**src/sv/ept_pkg.sv**
```systemverilog
`timescale 1ns / 1ps
package ept_pkg;

    // fixed field widths
    localparam int OUT_W      = 24;
    localparam int CFG_DATA_W = 24;
    localparam int CFG_IDX_W  = 3;
    localparam int ALPHA_W    = 16;
    localparam int THR_W      = 16;
    localparam int GAP_W      = 24;
    localparam int RATE_W     = 18;
    localparam int DIV_W      = 8;
    localparam int FRAC_W     = 16;
    // rate * 60 * 256 always fits in 32 bits
    localparam int SCALE_W    = 32;
    localparam int QCNT_W     = 5;

    localparam logic [OUT_W-1:0]  TEMPO_CAP  = '1;
    localparam logic [FRAC_W-1:0] ROUND_HALF = 16'h8000;

    typedef enum logic [CFG_IDX_W-1:0] {
        CFG_CHANNEL_MODE    = 3'd0,
        CFG_SMOOTHING_ALPHA = 3'd1,
        CFG_PEAK_THRESHOLD  = 3'd2,
        CFG_MIN_GAP         = 3'd3,
        CFG_SAMPLE_RATE     = 3'd4,
        CFG_TEMPO_DIVISOR   = 3'd5
    } t_cfg_idx;

    localparam logic               RST_CHANNEL_MODE = 1'b1;
    localparam logic [ALPHA_W-1:0] RST_ALPHA        = 16'd6554;
    localparam logic [THR_W-1:0]   RST_THRESHOLD    = 16'd1638;
    localparam logic [GAP_W-1:0]   RST_MIN_GAP      = 24'd500;
    localparam logic [RATE_W-1:0]  RST_SAMPLE_RATE  = 18'd44100;
    localparam logic [DIV_W-1:0]   RST_DIVISOR      = 8'd35;

    typedef struct packed {
        logic capture;
        logic mul;
        logic eval;
        logic put_peak;
        logic t_prep;
        logic t_mul_lo;
        logic t_mul_hi;
        logic t_sum;
        logic t_sat;
        logic t_div;
        logic put_tempo;
    } t_ept_cmd;

    typedef struct packed {
        logic last;
        logic out_free;
        logic div_done;
    } t_ept_status;

endpackage

```
**src/sv/ept_in_if.sv**
```systemverilog
`timescale 1ns / 1ps
interface ept_in_if #(
    parameter int SAMPLE_WIDTH = 16
) ();
    logic                           valid;
    logic                           ready;
    logic signed [SAMPLE_WIDTH-1:0] sample_left;
    logic signed [SAMPLE_WIDTH-1:0] sample_right;
    logic                           last;

    modport source (output valid, output sample_left, output sample_right, output last,
                    input ready);
    modport sink   (input valid, input sample_left, input sample_right, input last,
                    output ready);
endinterface

```
**src/sv/ept_out_if.sv**
```systemverilog
`timescale 1ns / 1ps
interface ept_out_if import ept_pkg::*; ();
    logic             valid;
    logic             ready;
    logic             peak_found;
    logic [OUT_W-1:0] peak_position;
    logic             tempo_valid;
    logic [OUT_W-1:0] tempo_q8;

    modport source (output valid, output peak_found, output peak_position,
                    output tempo_valid, output tempo_q8, input ready);
    modport sink   (input valid, input peak_found, input peak_position,
                    input tempo_valid, input tempo_q8, output ready);
endinterface

```
**src/sv/ept_ctrl.sv**
```systemverilog
`timescale 1ns / 1ps
module ept_ctrl import ept_pkg::*; (
    input  logic        i_clk,
    input  logic        i_rst_n,
    input  logic        i_in_valid,
    output logic        o_in_ready,
    input  t_ept_status i_status,
    output t_ept_cmd    o_cmd
);

    typedef enum logic [9:0] {
        S_IDLE    = 10'b00_0000_0001,
        S_MUL     = 10'b00_0000_0010,
        S_EVAL    = 10'b00_0000_0100,
        S_TPREP   = 10'b00_0000_1000,
        S_TMUL_LO = 10'b00_0001_0000,
        S_TMUL_HI = 10'b00_0010_0000,
        S_TSUM    = 10'b00_0100_0000,
        S_TSAT    = 10'b00_1000_0000,
        S_TDIV    = 10'b01_0000_0000,
        S_TOUT    = 10'b10_0000_0000
    } t_state;

    t_state r_state;
    t_state n_state;

    always_ff @(posedge i_clk) begin
        if (!i_rst_n) begin
            r_state <= S_IDLE;
        end else begin
            r_state <= n_state;
        end
    end

    always_comb begin
        n_state    = r_state;
        o_cmd      = '0;
        o_in_ready = 1'b0;
        unique case (r_state)
            S_IDLE: begin
                o_in_ready = 1'b1;
                if (i_in_valid) begin
                    o_cmd.capture = 1'b1;
                    n_state       = S_MUL;
                end
            end
            S_MUL: begin
                o_cmd.mul = 1'b1;
                n_state   = S_EVAL;
            end
            S_EVAL: begin
                // last frame: judge the pending sample, then run the tempo math
                if (i_status.last) begin
                    o_cmd.eval = 1'b1;
                    n_state    = S_TPREP;
                end else if (i_status.out_free) begin
                    o_cmd.eval     = 1'b1;
                    o_cmd.put_peak = 1'b1;
                    n_state        = S_IDLE;
                end
            end
            S_TPREP: begin
                o_cmd.t_prep = 1'b1;
                n_state      = S_TMUL_LO;
            end
            S_TMUL_LO: begin
                o_cmd.t_mul_lo = 1'b1;
                n_state        = S_TMUL_HI;
            end
            S_TMUL_HI: begin
                o_cmd.t_mul_hi = 1'b1;
                n_state        = S_TSUM;
            end
            S_TSUM: begin
                o_cmd.t_sum = 1'b1;
                n_state     = S_TSAT;
            end
            S_TSAT: begin
                o_cmd.t_sat = 1'b1;
                n_state     = S_TDIV;
            end
            S_TDIV: begin
                o_cmd.t_div = 1'b1;
                if (i_status.div_done) begin
                    n_state = S_TOUT;
                end
            end
            S_TOUT: begin
                if (i_status.out_free) begin
                    o_cmd.put_tempo = 1'b1;
                    n_state         = S_IDLE;
                end
            end
            default: begin
                n_state = S_IDLE;
            end
        endcase
    end

endmodule

```
**src/sv/ept_datapath.sv**
```systemverilog
`timescale 1ns / 1ps
module ept_datapath import ept_pkg::*; #(
    parameter int COUNT_WIDTH  = 24,
    parameter int SAMPLE_WIDTH = 16
) (
    input  logic                           i_clk,
    input  logic                           i_rst_n,
    input  logic                           i_cfg_wr_en,
    input  logic [CFG_IDX_W-1:0]           i_cfg_index,
    input  logic [CFG_DATA_W-1:0]          i_cfg_wdata,
    input  logic signed [SAMPLE_WIDTH-1:0] i_sample_left,
    input  logic signed [SAMPLE_WIDTH-1:0] i_sample_right,
    input  logic                           i_last,
    input  t_ept_cmd                       i_cmd,
    output t_ept_status                    o_status,
    input  logic                           i_out_ready,
    output logic                           o_out_valid,
    output logic                           o_peak_found,
    output logic [OUT_W-1:0]               o_peak_position,
    output logic                           o_tempo_valid,
    output logic [OUT_W-1:0]               o_tempo_q8
);

    localparam int EW   = SAMPLE_WIDTH + FRAC_W;
    localparam int DFW  = EW + 1;
    localparam int PW   = EW + 18;
    localparam int TW   = (EW > THR_W + FRAC_W) ? EW : THR_W + FRAC_W;
    localparam int GW   = (COUNT_WIDTH > GAP_W) ? COUNT_WIDTH : GAP_W;
    localparam int BLO  = (COUNT_WIDTH + 1) / 2;
    localparam int BHI  = COUNT_WIDTH - BLO;
    localparam int PLW  = SCALE_W + BLO;
    localparam int PHW  = SCALE_W + BHI;
    localparam int DW   = COUNT_WIDTH + DIV_W;
    localparam int NW   = SCALE_W + COUNT_WIDTH;
    localparam int QW   = OUT_W;
    localparam logic [COUNT_WIDTH-1:0] COUNT_MAX = '1;

    // configuration
    logic               r_channel_mode;
    logic [ALPHA_W-1:0] r_alpha;
    logic [THR_W-1:0]   r_threshold;
    logic [GAP_W-1:0]   r_min_gap;
    logic [RATE_W-1:0]  r_rate;
    logic [DIV_W-1:0]   r_divisor;

    // stream state
    logic [EW-1:0]          r_env_before;
    logic [EW-1:0]          r_env_mid;
    logic [COUNT_WIDTH-1:0] r_count;
    logic [COUNT_WIDTH-1:0] r_peak_total;
    logic [COUNT_WIDTH-1:0] r_first;
    logic [COUNT_WIDTH-1:0] r_latest;

    // per-item working registers
    logic [EW-1:0]          r_x;
    logic signed [DFW-1:0]  r_diff;
    logic                   r_last;
    logic signed [PW-1:0]   r_prod;
    logic                   r_found;
    logic [OUT_W-1:0]       r_pos;

    // tempo working registers
    logic [SCALE_W-1:0]     r_scale;
    logic [DW-1:0]          r_den;
    logic                   r_few;
    logic [COUNT_WIDTH-1:0] r_b;
    logic [PLW-1:0]         r_plo;
    logic [PHW-1:0]         r_phi;
    logic [NW-1:0]          r_rem;
    logic [NW-1:0]          r_dsh;
    logic                   r_sat;
    logic [QW-1:0]          r_q;
    logic [QCNT_W-1:0]      r_qcnt;

    // output word
    logic                   r_ov;

    logic [SAMPLE_WIDTH:0]  w_sum;
    logic [SAMPLE_WIDTH:0]  w_mag;
    logic [EW-1:0]          w_x;
    logic signed [DFW-1:0]  w_diff;
    logic signed [PW-1:0]   w_env_sum;
    logic [EW-1:0]          w_env;
    logic [COUNT_WIDTH-1:0] w_idx;
    logic [COUNT_WIDTH-1:0] w_gap;
    logic                   w_is_peak;
    logic                   w_out_free;
    logic                   w_ge;

    // rectify: left alone, or left + right at half-sample precision
    always_comb begin
        if (r_channel_mode) begin
            w_sum = {i_sample_left[SAMPLE_WIDTH-1], i_sample_left}
                  + {i_sample_right[SAMPLE_WIDTH-1], i_sample_right};
        end else begin
            w_sum = {i_sample_left[SAMPLE_WIDTH-1], i_sample_left};
        end
        w_mag = w_sum[SAMPLE_WIDTH] ? (~w_sum + 1'b1) : w_sum;
        if (r_channel_mode) begin
            w_x = {w_mag, {(FRAC_W-1){1'b0}}};
        end else begin
            w_x = {w_mag[SAMPLE_WIDTH-1:0], {FRAC_W{1'b0}}};
        end
        w_diff = $signed({1'b0, w_x}) - $signed({1'b0, r_env_mid});
    end

    // env = prev + alpha*(x - prev), rounded half up; the first sample loads x directly
    always_comb begin
        w_env_sum = PW'($signed({1'b0, r_env_mid, {FRAC_W{1'b0}}})) + r_prod
                  + PW'($signed({1'b0, ROUND_HALF}));
        if (r_count == '0) begin
            w_env = r_x;
        end else begin
            w_env = w_env_sum[EW+FRAC_W-1:FRAC_W];
        end
    end

    // judge the middle sample against its neighbors
    always_comb begin
        w_idx     = r_count - 1'b1;
        w_gap     = w_idx - r_latest;
        w_is_peak = (r_count >= COUNT_WIDTH'(2))
                 && (r_env_mid > r_env_before)
                 && (r_env_mid > w_env)
                 && (TW'(r_env_mid) > TW'({r_threshold, {FRAC_W{1'b0}}}))
                 && ((r_peak_total == '0) || (GW'(w_gap) > GW'(r_min_gap)));
    end

    assign w_out_free = !r_ov || i_out_ready;
    assign w_ge       = (r_rem >= r_dsh);

    assign o_status.last     = r_last;
    assign o_status.out_free = w_out_free;
    assign o_status.div_done = (r_qcnt == '0);

    always_ff @(posedge i_clk) begin
        if (!i_rst_n) begin
            r_channel_mode <= RST_CHANNEL_MODE;
            r_alpha        <= RST_ALPHA;
            r_threshold    <= RST_THRESHOLD;
            r_min_gap      <= RST_MIN_GAP;
            r_rate         <= RST_SAMPLE_RATE;
            r_divisor      <= RST_DIVISOR;
        end else if (i_cfg_wr_en) begin
            unique case (t_cfg_idx'(i_cfg_index))
                CFG_CHANNEL_MODE:    r_channel_mode <= i_cfg_wdata[0];
                CFG_SMOOTHING_ALPHA: r_alpha        <= i_cfg_wdata[ALPHA_W-1:0];
                CFG_PEAK_THRESHOLD:  r_threshold    <= i_cfg_wdata[THR_W-1:0];
                CFG_MIN_GAP:         r_min_gap      <= i_cfg_wdata[GAP_W-1:0];
                CFG_SAMPLE_RATE:     r_rate         <= i_cfg_wdata[RATE_W-1:0];
                CFG_TEMPO_DIVISOR:   r_divisor      <= i_cfg_wdata[DIV_W-1:0];
                default: begin
                end
            endcase
        end
    end

    always_ff @(posedge i_clk) begin
        if (!i_rst_n) begin
            r_env_before <= '0;
            r_env_mid    <= '0;
            r_count      <= '0;
            r_peak_total <= '0;
            r_first      <= '0;
            r_latest     <= '0;
        end else if (i_cmd.eval) begin
            r_env_before <= r_env_mid;
            r_env_mid    <= w_env;
            if (r_count != COUNT_MAX) begin
                r_count <= r_count + 1'b1;
            end
            if (w_is_peak) begin
                if (r_peak_total == '0) begin
                    r_first <= w_idx;
                end
                r_latest <= w_idx;
                if (r_peak_total != COUNT_MAX) begin
                    r_peak_total <= r_peak_total + 1'b1;
                end
            end
        end else if (i_cmd.put_tempo) begin
            // end of stream: start the next one clean
            r_env_before <= '0;
            r_env_mid    <= '0;
            r_count      <= '0;
            r_peak_total <= '0;
            r_first      <= '0;
            r_latest     <= '0;
        end
    end

    always_ff @(posedge i_clk) begin
        if (i_cmd.capture) begin
            r_x    <= w_x;
            r_diff <= w_diff;
            r_last <= i_last;
        end
        if (i_cmd.mul) begin
            r_prod <= PW'($signed({1'b0, r_alpha})) * PW'(r_diff);
        end
        if (i_cmd.eval) begin
            r_found <= w_is_peak;
            r_pos   <= w_is_peak ? OUT_W'(w_idx) : '0;
        end
    end

    // tempo = rate*15360*(peaks-1) / ((latest-first)*divisor), restoring divide
    always_ff @(posedge i_clk) begin
        if (i_cmd.t_prep) begin
            r_scale <= {r_rate, 14'b0} - {4'b0, r_rate, 10'b0};
            r_den   <= DW'(r_latest - r_first) * DW'(r_divisor);
            r_few   <= (r_peak_total < COUNT_WIDTH'(2));
            r_b     <= r_peak_total - 1'b1;
        end
        if (i_cmd.t_mul_lo) begin
            r_plo <= PLW'(r_scale) * PLW'(r_b[BLO-1:0]);
        end
        if (i_cmd.t_mul_hi) begin
            r_phi <= PHW'(r_scale) * PHW'(r_b[COUNT_WIDTH-1:BLO]);
        end
        if (i_cmd.t_sum) begin
            r_rem <= NW'(r_plo) + (NW'(r_phi) << BLO);
        end
        if (i_cmd.t_sat) begin
            r_sat  <= (r_den == '0) || (r_rem >= {r_den, {QW{1'b0}}});
            r_dsh  <= NW'({r_den, {(QW-1){1'b0}}});
            r_q    <= '0;
            r_qcnt <= QCNT_W'(QW - 1);
        end
        if (i_cmd.t_div) begin
            if (w_ge) begin
                r_rem <= r_rem - r_dsh;
            end
            r_q    <= {r_q[QW-2:0], w_ge};
            r_dsh  <= r_dsh >> 1;
            r_qcnt <= r_qcnt - 1'b1;
        end
    end

    always_ff @(posedge i_clk) begin
        if (!i_rst_n) begin
            r_ov <= 1'b0;
        end else if (i_cmd.put_peak || i_cmd.put_tempo) begin
            r_ov <= 1'b1;
        end else if (i_out_ready) begin
            r_ov <= 1'b0;
        end
    end

    always_ff @(posedge i_clk) begin
        if (i_cmd.put_peak) begin
            o_peak_found    <= w_is_peak;
            o_peak_position <= w_is_peak ? OUT_W'(w_idx) : '0;
            o_tempo_valid   <= 1'b0;
            o_tempo_q8      <= '0;
        end else if (i_cmd.put_tempo) begin
            o_peak_found    <= r_found;
            o_peak_position <= r_pos;
            o_tempo_valid   <= 1'b1;
            o_tempo_q8      <= r_few ? '0 : (r_sat ? TEMPO_CAP : r_q);
        end
    end

    assign o_out_valid = r_ov;

`ifndef NO_ASSERTIONS
    a_put_needs_room: assert property (@(posedge i_clk) disable iff (!i_rst_n)
        (i_cmd.put_peak || i_cmd.put_tempo) |-> w_out_free)
        else $error("result written over a word still waiting");
    a_peaks_within_count: assert property (@(posedge i_clk) disable iff (!i_rst_n)
        r_peak_total <= r_count)
        else $error("more peaks than samples");
    a_peak_order: assert property (@(posedge i_clk) disable iff (!i_rst_n)
        r_latest >= r_first)
        else $error("latest peak before first peak");
    a_div_bound: assert property (@(posedge i_clk) disable iff (!i_rst_n)
        (i_cmd.t_div && !r_sat) |-> ({1'b0, r_rem} < {r_dsh, 1'b0}))
        else $error("divider remainder out of range");
`endif

endmodule

```
**src/sv/envelope_peak_tempo_estimator_core.sv**
```systemverilog
`timescale 1ns / 1ps
// Ordinary frame: capture, alpha multiply and peak judgment, then the result word is
//   registered; judgment waits for room in the output word, then the next frame is taken.
// Last frame: after the judgment come tempo prep, low and high products, sum, saturation
//   check and the divide, one quotient bit per cycle, then the word waits for room.
// Synchronous active-low reset loads the register defaults and clears the stream state;
//   the block is ready as soon as reset is released, with no clearing pass.
module envelope_peak_tempo_estimator_core import ept_pkg::*; #(
    parameter int COUNT_WIDTH  = 24,
    parameter int SAMPLE_WIDTH = 16
) (
    input  logic                  i_clk,
    input  logic                  i_rst_n,
    input  logic                  i_cfg_wr_en,
    input  logic [CFG_IDX_W-1:0]  i_cfg_index,
    input  logic [CFG_DATA_W-1:0] i_cfg_wdata,
    ept_in_if.sink                i_in,
    ept_out_if.source             o_out
);

    t_ept_cmd    w_cmd;
    t_ept_status w_status;

    // Sequencer: accept a frame, multiply, judge the middle sample; on the last
    // frame continue through the tempo products and the divide before the word.
    ept_ctrl u_ctrl (
        .i_clk      (i_clk),
        .i_rst_n    (i_rst_n),
        .i_in_valid (i_in.valid),
        .o_in_ready (i_in.ready),
        .i_status   (w_status),
        .o_cmd      (w_cmd)
    );

    // Datapath: registers, envelope filter, peak picker, tempo divider and the
    // output word register. The output register lets a new frame be accepted
    // while the previous word still waits downstream.
    ept_datapath #(
        .COUNT_WIDTH  (COUNT_WIDTH),
        .SAMPLE_WIDTH (SAMPLE_WIDTH)
    ) u_datapath (
        .i_clk           (i_clk),
        .i_rst_n         (i_rst_n),
        .i_cfg_wr_en     (i_cfg_wr_en),
        .i_cfg_index     (i_cfg_index),
        .i_cfg_wdata     (i_cfg_wdata),
        .i_sample_left   (i_in.sample_left),
        .i_sample_right  (i_in.sample_right),
        .i_last          (i_in.last),
        .i_cmd           (w_cmd),
        .o_status        (w_status),
        .i_out_ready     (o_out.ready),
        .o_out_valid     (o_out.valid),
        .o_peak_found    (o_out.peak_found),
        .o_peak_position (o_out.peak_position),
        .o_tempo_valid   (o_out.tempo_valid),
        .o_tempo_q8      (o_out.tempo_q8)
    );

endmodule
```
**src/flat_wrapper.sv**
```systemverilog
// flat-port wrapper written by rule: the top's interface ports become plain ports
module envelope_peak_tempo_estimator_core_flat import ept_pkg::*;
#(
    parameter int COUNT_WIDTH  = 24,
    parameter int SAMPLE_WIDTH = 16
)
  (i_clk, i_rst_n, i_cfg_wr_en, i_cfg_index, i_cfg_wdata, i_in_valid, i_in_sample_left, i_in_sample_right, i_in_last, i_in_ready, o_out_valid, o_out_peak_found, o_out_peak_position, o_out_tempo_valid, o_out_tempo_q8, o_out_ready);
  ept_in_if #(.SAMPLE_WIDTH(SAMPLE_WIDTH)) i_in_i ();
  ept_out_if o_out_i ();
  input  logic i_clk;
  input  logic i_rst_n;
  input  logic i_cfg_wr_en;
  input  logic [CFG_IDX_W-1:0] i_cfg_index;
  input  logic [CFG_DATA_W-1:0] i_cfg_wdata;
  input wire logic [$bits(i_in_i.valid)-1:0] i_in_valid;
  input wire logic [$bits(i_in_i.sample_left)-1:0] i_in_sample_left;
  input wire logic [$bits(i_in_i.sample_right)-1:0] i_in_sample_right;
  input wire logic [$bits(i_in_i.last)-1:0] i_in_last;
  output wire logic [$bits(i_in_i.ready)-1:0] i_in_ready;
  output wire logic [$bits(o_out_i.valid)-1:0] o_out_valid;
  output wire logic [$bits(o_out_i.peak_found)-1:0] o_out_peak_found;
  output wire logic [$bits(o_out_i.peak_position)-1:0] o_out_peak_position;
  output wire logic [$bits(o_out_i.tempo_valid)-1:0] o_out_tempo_valid;
  output wire logic [$bits(o_out_i.tempo_q8)-1:0] o_out_tempo_q8;
  input wire logic [$bits(o_out_i.ready)-1:0] o_out_ready;
  assign i_in_i.valid = i_in_valid;
  assign i_in_i.sample_left = i_in_sample_left;
  assign i_in_i.sample_right = i_in_sample_right;
  assign i_in_i.last = i_in_last;
  assign i_in_ready = i_in_i.ready;
  assign o_out_valid = o_out_i.valid;
  assign o_out_peak_found = o_out_i.peak_found;
  assign o_out_peak_position = o_out_i.peak_position;
  assign o_out_tempo_valid = o_out_i.tempo_valid;
  assign o_out_tempo_q8 = o_out_i.tempo_q8;
  assign o_out_i.ready = o_out_ready;
  envelope_peak_tempo_estimator_core #(.COUNT_WIDTH(COUNT_WIDTH), .SAMPLE_WIDTH(SAMPLE_WIDTH)) u_core (.i_clk(i_clk), .i_rst_n(i_rst_n), .i_cfg_wr_en(i_cfg_wr_en), .i_cfg_index(i_cfg_index), .i_cfg_wdata(i_cfg_wdata), .i_in(i_in_i), .o_out(o_out_i));
endmodule
```
**config.mk**
```make
export PLATFORM = sky130hd
export DESIGN_NAME = envelope_peak_tempo_estimator_core_flat
export DESIGN_NICKNAME = d
export VERILOG_FILES = /design/src/sv/ept_pkg.sv /design/src/sv/ept_in_if.sv /design/src/sv/ept_out_if.sv /design/src/sv/ept_ctrl.sv /design/src/sv/ept_datapath.sv /design/src/sv/envelope_peak_tempo_estimator_core.sv /design/src/flat_wrapper.sv
export SDC_FILE = /design/constraint.sdc
export NUM_CORES = 2
export LEC_CHECK = 0
export BUFFER_PORTS_ARGS = -buffer_cell sky130_fd_sc_hd__buf_2
export CORE_ASPECT_RATIO = 1.2
export CORE_UTILIZATION = 60
export DETAILED_ROUTE_END_ITERATION = 6
export GPL_TIMING_DRIVEN = 0
export HOLD_SLACK_MARGIN = 0.06
export PLACE_DENSITY = 0.79
export SYNTH_ARGS = -nofsm -noshare
export SYNTH_HDL_FRONTEND = slang
export SYNTH_SLANG_ARGS = --single-unit
```
**constraint.sdc**
```tcl
create_clock -name i_clk -period 6.7 [get_ports i_clk]
set_input_delay 1.34 -clock i_clk [delete_from_list [all_inputs] [get_ports i_clk]]
set_output_delay 1.34 -clock i_clk [all_outputs]
set_load 0.03 [all_outputs]
```
==> reports/metrics.json <==
{
  "cap_viol_max_count": 0,
  "finalHoldViolCount": 0,
  "antenna_found_initial": 23,
  "synth.area.top_cells": "fa_1, edfxtp_1, ha_1",
  "post-route-util": 0.678,
  "worstHoldStart": "u_core.u_datapath.r_min_gap[15]",
  "layout.cells.non_filler": 11300,
  "worst_r2r_startpoint": "u_core.u_datapath.r_latest[0]",
  "routed_via_density": 5.96,
  "hold_depth": 2,
  "switching_share": 0.497,
  "number_of_setup_violations_in_the_final_report": 23,
  "synth-seq-cells": 701,
  "synth_top_cell_by_area": "fa_1",
  "min_delay_worst_endpoint": "u_core.u_datapath.r_min_gap[15]",
  "placeableCoreArea_um2": 134000,
  "insertion_delay_ps": 680,
  "clock_sinks": 701,
  "max-clock-path-buffers": 3,
  "grt_max_degree": 61,
  "unrepaired_setup_endpoints_after_global_routing": "yes",
  "timing.reg2reg.worst_path_depth": 33,
  "grt_use_total": 0.359,
  "fmaxAchievable_mhz": 136,
  "grt_overflow": 0,
  "final_gp_congestion": 1.00,
  "power.share.clock": 0.098,
  "switchingPower_mw": 23.4,
  "worst-slew-pin-transition_ps": 1220,
  "htree_levels": 3,
  "floorplan.initialDensity": 0.605,
  "static-leakage-power_nw": 42.5,
  "finish.net_count": 11217,
  "wl_per_cell_um": 21.8,
  "cellInternalPower_mw": 23.6,
  "combinational_power_share": 0.768,
  "synth.avg_cell_area_um2": 8.93,
  "cp_max_fo": 4,
  "die_area_um2": 137000,
  "cts_tree": "done",
  "worst_ir_drop_vdd_uv": 4930,
  "routed-via-count": 67371,
  "synth_cells": 9072,
  "worstHoldPathType": "reg -> reg",
  "timing.final.ws_setup_ps": -643,
  "syn-num-nets": 10851,
  "clockRootBuffer": "clkbuf_16",
  "ys_async_sr_fraction": 0,
  "cp_common_cell": "fa_1",
  "die_width_um": 338,
  "die_y_um": 405,
  "period_share": 1.10,
  "core.rowCount": 147,
  "worst_setup_hold_path_clk_slew_ps": 60,
  "predominant_post_synthesis_flop_cell": "edfxtp_1",
  "cts_buffers": 78,
  "cp_data_required_time_ps": 7090,
  "final_design_area_no_fill_um2": 90800,
  "layout_cells_sized_above_1": 0.0995,
  "violated_checks": "DRC, setup timing",
  "drt_iter0_drc": 6619,
  "count_of_flip_flops_with_a_built_in_enable_after_synthesis": 366,
  "slowest_stage": "fa_2",
  "final.min_clock_period_ps": 7340,
  "r2r_end": "u_core.u_datapath.r_den[31]",
  "detailedRoute.firstPassIterationCount": 7,
  "layout_commonest_cell": "inv_1",
  "most-common-layout-cells": "inv_1, nand2_1, fa_1, ha_1, and2_1",
  "power_per_cell_area_nw_per_um2": 518,
  "outcome": "complete, but fails checks",
  "timing.critical_path.arrival_ps": 7740,
  "pwr-share-seq": 0.134,
  "critical_path.startpoint_type": "register",
  "first_pass_grt_wire_length_mm": 376,
  "place.detailed.hpwl_mm": 190,
  "ys_seq_area_frac": 0.218,
  "wirelength_mm": 246,
  "critical_path.max_stage_delay_ps": 590,
  "drt_drc_violations_left": 3,
  "setup.worst_path.start": "u_core.u_datapath.r_latest[0]",
  "post-synth-top-area-fraction": 0.258,
  "buffers_on_ports": 113,
  "synth.distinct_cells": 92,
  "critPathCaptureType": "register",
  "crit_type": "reg -> reg",
  "via_count_of_the_first_global_routing_pass": 68749,
  "postRouteAntennaNets": 0,
  "r2r_setup_slack_ps": -640,
  "placed_cells_incl_taps": 10985,
  "placedInstanceArea_um2": 84200,
  "clock-skew-final_ps": 54.8,
  "ys_warn_count": 0,
  "power_mw": 47.0,
  "num_io_pins": 117,
  "report.final.slew_viol_count": 0,
  "timing.slew.headroom": 0.184,
  "syn2layout_area_growth_pct": 12.1,
  "post_synthesis_cell_area_um2": 81100
}
[synthesized netlist by cell type (17+ instances only)]
| cell | instances |
|---|---|
| o31ai_1 | 57 |
| mux2i_1 | 52 |
| inv_1 | 1500 |
| nor2_1 | 380 |
| and3_1 | 42 |
| nand2b_1 | 53 |
| a22oi_1 | 35 |
| nand3_1 | 108 |
| nor2b_1 | 120 |
| nand2_1 | 1314 |
| o31a_1 | 17 |
| xnor2_1 | 257 |
| nand4_1 | 73 |
| a21o_1 | 167 |
| dfxtp_1 | 335 |
| a31oi_1 | 47 |
| nor3_1 | 156 |
| a21oi_1 | 354 |
| clkbuf_1 | 358 |
| nor4_1 | 42 |
| or3_1 | 48 |
| xor2_1 | 135 |
| o21ai_0 | 259 |
| a211oi_1 | 51 |
| or2_2 | 17 |
| edfxtp_1 | 366 |
| fa_1 | 1046 |
| o21a_1 | 96 |
| a21boi_0 | 73 |
| o21bai_1 | 32 |
| and2_1 | 544 |
| ha_1 | 668 |
| o211ai_1 | 39 |
| or4_1 | 19 |
[logic make-up after synthesis]
group           Yosys count  share of synthesized area
mux                      56                    0.00698
buf+inv                1889                     0.0882
compound gates         1349                      0.108
simple gates           2971                      0.175
flops                   701                      0.218
fa+ha+maj              1714                      0.361
xor+xnor                392                     0.0424
[routing by layer]
| layer | GRT usage | vias up | share of wire |
|---|---|---|---|
| li1 | - | 29949 | - |
| met1 | 0.415 | 33122 | 0.36 |
| met2 | 0.595 | 3236 | 0.47 |
| met3 | 0.0676 | 1046 | 0.083 |
| met4 | 0.258 | 18 | 0.088 |
| met5 | 0 | - | 0.00049 |
[how the worst max path moves through the flow]
stage | end | slack, ps | depth (start not counted)
after CTS | u_core.u_datapath.r_den[31] | -420 | 34
after global placement | u_core.u_datapath.r_prod[47] | -1820 | 25
after detailed placement | u_core.u_datapath.r_prod[47] | -2020 | 26
after floorplan | u_core.u_datapath.r_den[31] | -30 | 33
final | u_core.u_datapath.r_den[31] | -640 | 33
after global routing | u_core.u_datapath.r_den[31] | -800 | 30
[power groups by stage]
stage / Combinational, mW / Sequential, mW / Clock [mW]
6_report: 36.2 / 6.31 / 4.59
4_1_cts: 29.6 / 6.18 / 4.59
5_1_grt: 38.1 / 6.31 / 4.78
3_3_place_gp: 25.4 / 6.26 / 0
3_5_place_dp: 26.3 / 6.26 / 0
2_1_floorplan: 18.3 / 6.34 / 0
[layout make-up]
type                       count  area (µm²)
multi-input combinational   6482       58300
clock buffer                 103        2160
inverter                    1502        5640
fill                       10283       43100
antenna                       11        27.5
tap                         1788        2240
timing repair buffer         297        2160
sequential                   701       17700
clock inverter                40         547
buffer                       376        2050
[registers in the layout, summed over array words and instances (netlist names), 32 cells and up]
name                            flops
u_core.u_datapath.r_phi            34
u_core.u_datapath.r_rem            56
u_core.u_datapath.r_prod           33
u_core.u_datapath.r_dsh            55
u_core.u_datapath.r_den            32
u_core.u_datapath.r_diff           33
u_core.u_datapath.r_env_before     32
u_core.u_datapath.r_plo            34
u_core.u_datapath.r_env_mid        32
[stage by stage]
| step | worst slack (ps) | TNS (ps) | hold slack, ps |
|---|---|---|---|
| after detailed placement | -2020 | -177000 | 459 |
| final | -643 | -4350 | 466 |
| after global placement | -1820 | -155670 | 453 |
| after CTS | -419 | -1140 | 467 |
| after global routing | -798 | -12550 | 482 |
| after floorplan | -27.6 | -27.6 | 443 |
[repair_timing]
| item | in CTS | in global routing |
|---|---|---|
| cloned | 0 | 0 |
| buffers inserted | 92 | 84 |
| endpoints found under the setup margin | 170 | 169 |
| hold buffers | 0 | 0 |
| pin swaps | 94 | 145 |
| gates resized for setup | 403 | 350 |
[critical path, delay by kind of cell, from the launching register on]
| kind | cells | cell delay (ps) |
|---|---|---|
| flops | 1 | 330 |
| buf+inv | 5 | 490 |
| compound gates | 12 | 2240 |
| fa+ha+maj | 7 | 2900 |
| xor+xnor | 3 | 430 |
| simple gates | 6 | 690 |
No activity file was read; power rests on OpenSTA's default activity.
